**src/rtl/core/lobs_pkg.sv**
```systemverilog
// Package for the order book store: types, status and kind codes.
// No dependencies.
`default_nettype none
package lobs_pkg;
    localparam int ORDER_SLOTS_DEF = 1024;
    localparam logic [1:0] KIND_ADD = 2'd0;
    localparam logic [1:0] KIND_CANCEL = 2'd1;
    localparam logic [1:0] KIND_REDUCE = 2'd2;
    localparam logic [1:0] KIND_POP = 2'd3;
    localparam logic [2:0] ST_OK = 3'd0;
    localparam logic [2:0] ST_ZERO = 3'd1;
    localparam logic [2:0] ST_NOT_FOUND = 3'd2;
    localparam logic [2:0] ST_FULL = 3'd3;
    localparam logic [2:0] ST_DUP = 3'd4;

    typedef enum logic [2:0] {
        S_IDLE, S_SCAN, S_APPLY, S_SUM, S_OUT
    } lobs_state_t;

    // Fields are listed from the highest bit down, so kind sits in the lowest bits.
    typedef struct packed {
        logic [31:0] quantity;
        logic [31:0] price;
        logic        side;
        logic [63:0] order_tag;
        logic [1:0]  kind;
    } lobs_req_t;

    // Fields are listed from the highest bit down, so status sits in the lowest bits.
    typedef struct packed {
        logic [32:0] spread_value;
        logic [31:0] best_ask;
        logic        ask_present;
        logic [31:0] best_bid;
        logic        bid_present;
        logic [2:0]  status;
    } lobs_rsp_t;
endpackage
`default_nettype wire

```
**src/rtl/core/lobs_scan.sv**
```systemverilog
// Per-slot compare unit: one slot per cycle while en is high, tracks id match, free slot,
// oldest order and (second pass) best prices. Uses lobs_pkg.
`default_nettype none
module lobs_scan (
    input  wire logic              aclk,
    input  wire logic              clr,
    input  wire logic              en,
    input  wire logic              pass2,
    input  wire lobs_pkg::lobs_req_t req,
    input  wire logic [31:0]       next_seq,
    input  wire logic [15:0]       idx,
    input  wire logic              used,
    input  wire logic [63:0]       id,
    input  wire logic              side,
    input  wire logic [31:0]       price,
    input  wire logic [31:0]       seq,
    output logic                   id_hit_reg,
    output logic [15:0]            id_idx_reg,
    output logic                   free_hit_reg,
    output logic [15:0]            free_idx_reg,
    output logic                   old_hit_reg,
    output logic [15:0]            old_idx_reg,
    output logic                   bid_hit_reg,
    output logic [31:0]            bid_reg,
    output logic                   ask_hit_reg,
    output logic [31:0]            ask_reg
);
    import lobs_pkg::*;
    logic [31:0] age, age_reg;
    assign age = next_seq - seq;
    always_ff @(posedge aclk) begin
        if (clr) begin
            id_hit_reg <= 1'b0; free_hit_reg <= 1'b0; old_hit_reg <= 1'b0;
            bid_hit_reg <= 1'b0; ask_hit_reg <= 1'b0;
        end else if (en && !pass2) begin
            if (used && id == req.order_tag && !id_hit_reg) begin
                id_hit_reg <= 1'b1; id_idx_reg <= idx;
            end
            if (!used && !free_hit_reg) begin
                free_hit_reg <= 1'b1; free_idx_reg <= idx;
            end
            if (used && side == req.side && price == req.price &&
                (!old_hit_reg || age > age_reg)) begin
                old_hit_reg <= 1'b1; old_idx_reg <= idx; age_reg <= age;
            end
        end else if (en && used) begin
            if (!side && (!bid_hit_reg || price > bid_reg)) begin
                bid_hit_reg <= 1'b1; bid_reg <= price;
            end
            if (side && (!ask_hit_reg || price < ask_reg)) begin
                ask_hit_reg <= 1'b1; ask_reg <= price;
            end
        end
    end
endmodule
`default_nettype wire

```
**config.mk**
```make
export PLATFORM = sky130hd
export DESIGN_NAME = lobs_scan
export DESIGN_NICKNAME = d
export VERILOG_FILES = /design/src/rtl/core/lobs_pkg.sv /design/src/rtl/core/lobs_scan.sv
export SDC_FILE = /design/constraint.sdc
export NUM_CORES = 1
export LEC_CHECK = 0
export ABC_AREA = 1
export BUFFER_PORTS_ARGS = -buffer_cell sky130_fd_sc_hd__buf_2
export CAP_MARGIN = 25
export CORE_AREA = 2 2 165 167
export DETAILED_ROUTE_END_ITERATION = 10
export DIE_AREA = 0 0 167 169
export PLACE_DENSITY = 0.76
export SYNTH_ARGS = -nofsm -noshare
export SYNTH_HDL_FRONTEND = slang
export SYNTH_SLANG_ARGS = --single-unit
```
**constraint.sdc**
```tcl
create_clock -name aclk -period 6 [get_ports aclk]
set_clock_uncertainty 0.15 [all_clocks]
set_input_delay 0.9 -clock aclk [delete_from_list [all_inputs] [get_ports aclk]]
set_output_delay 0.9 -clock aclk [all_outputs]
set_load 0.01 [all_outputs]
```
==> flow_summary.toml <==
[sta]
tightest_slew_ns = 0.7097
setup_viol = 0
min_period_over_period_pct = 70.93
max_freq_mhz = 235.0
drv_slew = 0
hold_violations = 0
rsz0062_at_grt = "false"
maxSlewHeadroom_pct = 52.58
finalCriticalPeriod_ns = 4.256
fin_setup_tns_ns = 0

[final_layout]
synthToLayoutAreaGrowth_pct = 28.71
final_cell_count_no_fill = 2150
drive_above_1_share_pct = 26.59
stdcell_area_mm2 = 0.01425
ff_latch_area_mm2 = 0.004424
fin_nets = 2232
fin_util_pct = 53.78
fill_cells = 2468
multi_input_area_mm2 = 0.005665

[clock_network]
cts_buffer_depth = 2
root_buffer = "clkbuf_16"
cts_hold_buffers = 0
cts_buffers = 17
post-cts-setup-buffer-count = 0
path_clk_slew_ns = 0.06
clock_sinks = 149
htreeDepth = 4
tritoncts = "yes"
clk_latency_ns = 0.43
cts-resized-gates = 0

[drt]
top_layer = "met5"
num_vias = 10880
wire_per_inst_um = 16.99
first_iter_violations = 829
antenna_left = 0
dr.pass1.iters = 8
wirelength_mm = 36.52
wl_met1_mm = 15.24
wl_met3_mm = 2.611
dr_wl_met2_mm = 17.27
drc = 0
vias_per_cell = 5.060

[critical_path]
start_kind = "primary input"
r2r_cells = 11
cp-end-kind = "flop"
rrSetupSlack_ns = 3.14
critPathMaxFanout = 48
r2r_start = "bid_reg[23]"
arrival_ns = 4.20
crit_type = "in -> reg"
worstReg2RegEnd = "bid_reg[31]"
required_ns = 5.95

[pwr]
p_switching_uw = 883.9
switching_share_pct = 29.67
ir_worst_vdd_mv = 0.1931
leakagePower_nw = 7.416
fin_total_pwr_mw = 2.979
p_clk_share_pct = 38.3
p_int_mw = 2.095
power_frac_comb_pct = 22.6
power_frac_seq_pct = 39.0
power_density_mw_per_mm2 = 209.0

[hold_path]
worstHoldStart = "id_hit_reg"
hold_end = "id_hit_reg"
worstHoldPathType = "reg -> reg"
hold_depth = 2

[grt]
grt_pass1_vias = 10790
grt_util_all_layers_pct = 25.64
grt_overflow_total = 0
antenna_found_initial = 5
grt_max_degree = 49
grt_pass1_wl_mm = 55.75

[synthesis]
avgSynthCellArea_um2 = 8.065
netlist-cell-type-count = 38
syn_area_mm2 = 0.01107
synth_fp_nets = 1813
syn_inst = 1373
yosys_warnings = 0
ys_seq_area_share_pct = 39.95
ys_ff_latch = 149

[floorplan]
initial_utilization_pct = 41.78
die_area_mm2 = 0.02822
top_level_ports = 430
core_area_mm2 = 0.02650
fp.dieH_um = 169
rows = 60
die_w_um = 167

[placement]
port_buffers = 395
post-place-cells = 2112
dp_hpwl_mm = 31.07
placed_cell_area_mm2 = 0.01357
place_congestion = 0.9256

[flow_run]
max-cap-violations = 0

[outcome]
status = "finished, final reports clean"
==> power groups by stage <==
stage               Clock, mW  Combinational [mW]  Sequential, mW
floorplan                   0               0.390            1.19
global placement            0               0.649            1.19
detailed placement          0               0.667            1.19
CTS                      1.17               0.672            1.16
global route             1.21               0.762            1.16
finish                   1.14               0.674            1.16
==> cell type report <==
cell class                      count  area share (%)
Clock buffer                       17           2.985
Antenna cell                        4         0.07023
Sequential cell                   149           31.04
Timing Repair Buffer              400           14.50
Clock inverter                     15           1.466
Tap cell                          341           2.994
Inverter                          273           7.190
Multi-Input combinational cell    951           39.75
==> placed cells by master (no fill, tap or decap), types with 4 or more instances in the layout <==
master     count
o21ai_2        4
a21oi_1       80
nand3_1       46
a21o_1         8
nor4_1         5
nand3b_1       4
nand2_2        5
o21bai_1       5
inv_1        273
diode_2        4
nand2_1      332
o22ai_1       13
inv_8          5
nor3_1        26
edfxtp_1     144
xnor2_1       15
nor3b_1        4
clkbuf_16     17
o21ai_0       40
or2_2         24
nor2_1       108
ha_1         126
xor2_1        39
buf_2        395
dfxtp_1        5
nand4_1       38
==> stage by stage <==
stage	worst slack, ns	hold slack (ns)
2_1_floorplan	0.01983	0.3369
3_3_place_gp	1.311	0.3061
3_5_place_dp	1.279	0.3156
4_1_cts	1.729	0.3257
5_1_grt	1.371	0.3505
6_report	1.744	0.3194
==> cell families (layout without fill, tap and decap cells) <==
family                     Yosys count  in the layout  synth area share [%]
adders and majority gates          127            127                 14.42
and+or+nand+nor                    605            605                 23.79
DFF                                149            149                 39.95
buffers and inverters              273            705                 9.254
other                                0              4                     0
AOI/OAI and AO/OA                  165            165                 8.316
xor gates and xnor gates            54             54                 4.271
==> worst max-delay path by stage <==
stage                start              to  slack (ns)  cells after the start
5_1_grt        next_seq[0]  old_idx_reg[5]        1.37                     25
4_1_cts        next_seq[0]     age_reg[23]        1.73                     25
3_5_place_dp   next_seq[0]     age_reg[29]        1.28                     25
2_1_floorplan  next_seq[0]      age_reg[0]        0.02                     23
3_3_place_gp   next_seq[0]  old_idx_reg[3]        1.31                     25
6_report       next_seq[0]     age_reg[23]        1.74                     25
==> critical path, cell delays in order <==
cell,delay (ns)
buf_2,0.10
inv_1,0.04
ha_1,0.18
inv_1,0.13
fa_1,0.44
nand2_1,0.08
nand2_1,0.06
o21ai_2,0.10
inv_1,0.11
nand3_1,0.10
nand3_1,0.14
nand3_1,0.16
nand3_1,0.09
nand2_1,0.08
inv_1,0.05
ha_1,0.27
nand2_1,0.05
nor2_1,0.13
nand2_1,0.09
nor2_1,0.19
nand2_1,0.07
nand2_1,0.05
nand2_1,0.10
a21oi_4,0.16
buf_12,0.28
==> metal layers <==
| layer | track usage [%] | vias up |
|---|---|---|
| li1 | - | 5371 |
| met1 | 31.83 | 4993 |
| met2 | 43.28 | 434 |
| met3 | 4.887 | 78 |
| met4 | 11.88 | 2 |
| met5 | 0 | - |
==> synthesized netlist by cell type, drive strengths merged <==
library cell    n  area (µm²)
nand3b          4       30.03
xnor2          15       131.4
nor4            7       56.30
a21oi          84       424.2
o2111ai         2       17.52
o21bai          5       37.54
o21a            3       22.52
nor2          112       432.9
xor2           39       341.6
or2            24       150.1
nand2b          1       8.760
o22ai          13       81.33
a31oi           1       6.260
a21o            8       60.06
nand2         337        1277
nand3          48       250.2
fa              1       20.02
ha            126        1577
dfxtp           5       100.1
o21ai          46       245.2
inv           273        1025
nor2b           1       6.260
nand4          38       237.7
edfxtp        144        4324
nor3           28       145.1
nor4b           1       8.760
a21boi          3       26.27
nor3b           4       30.03
Note: power is estimated with default switching activity, not from simulation.
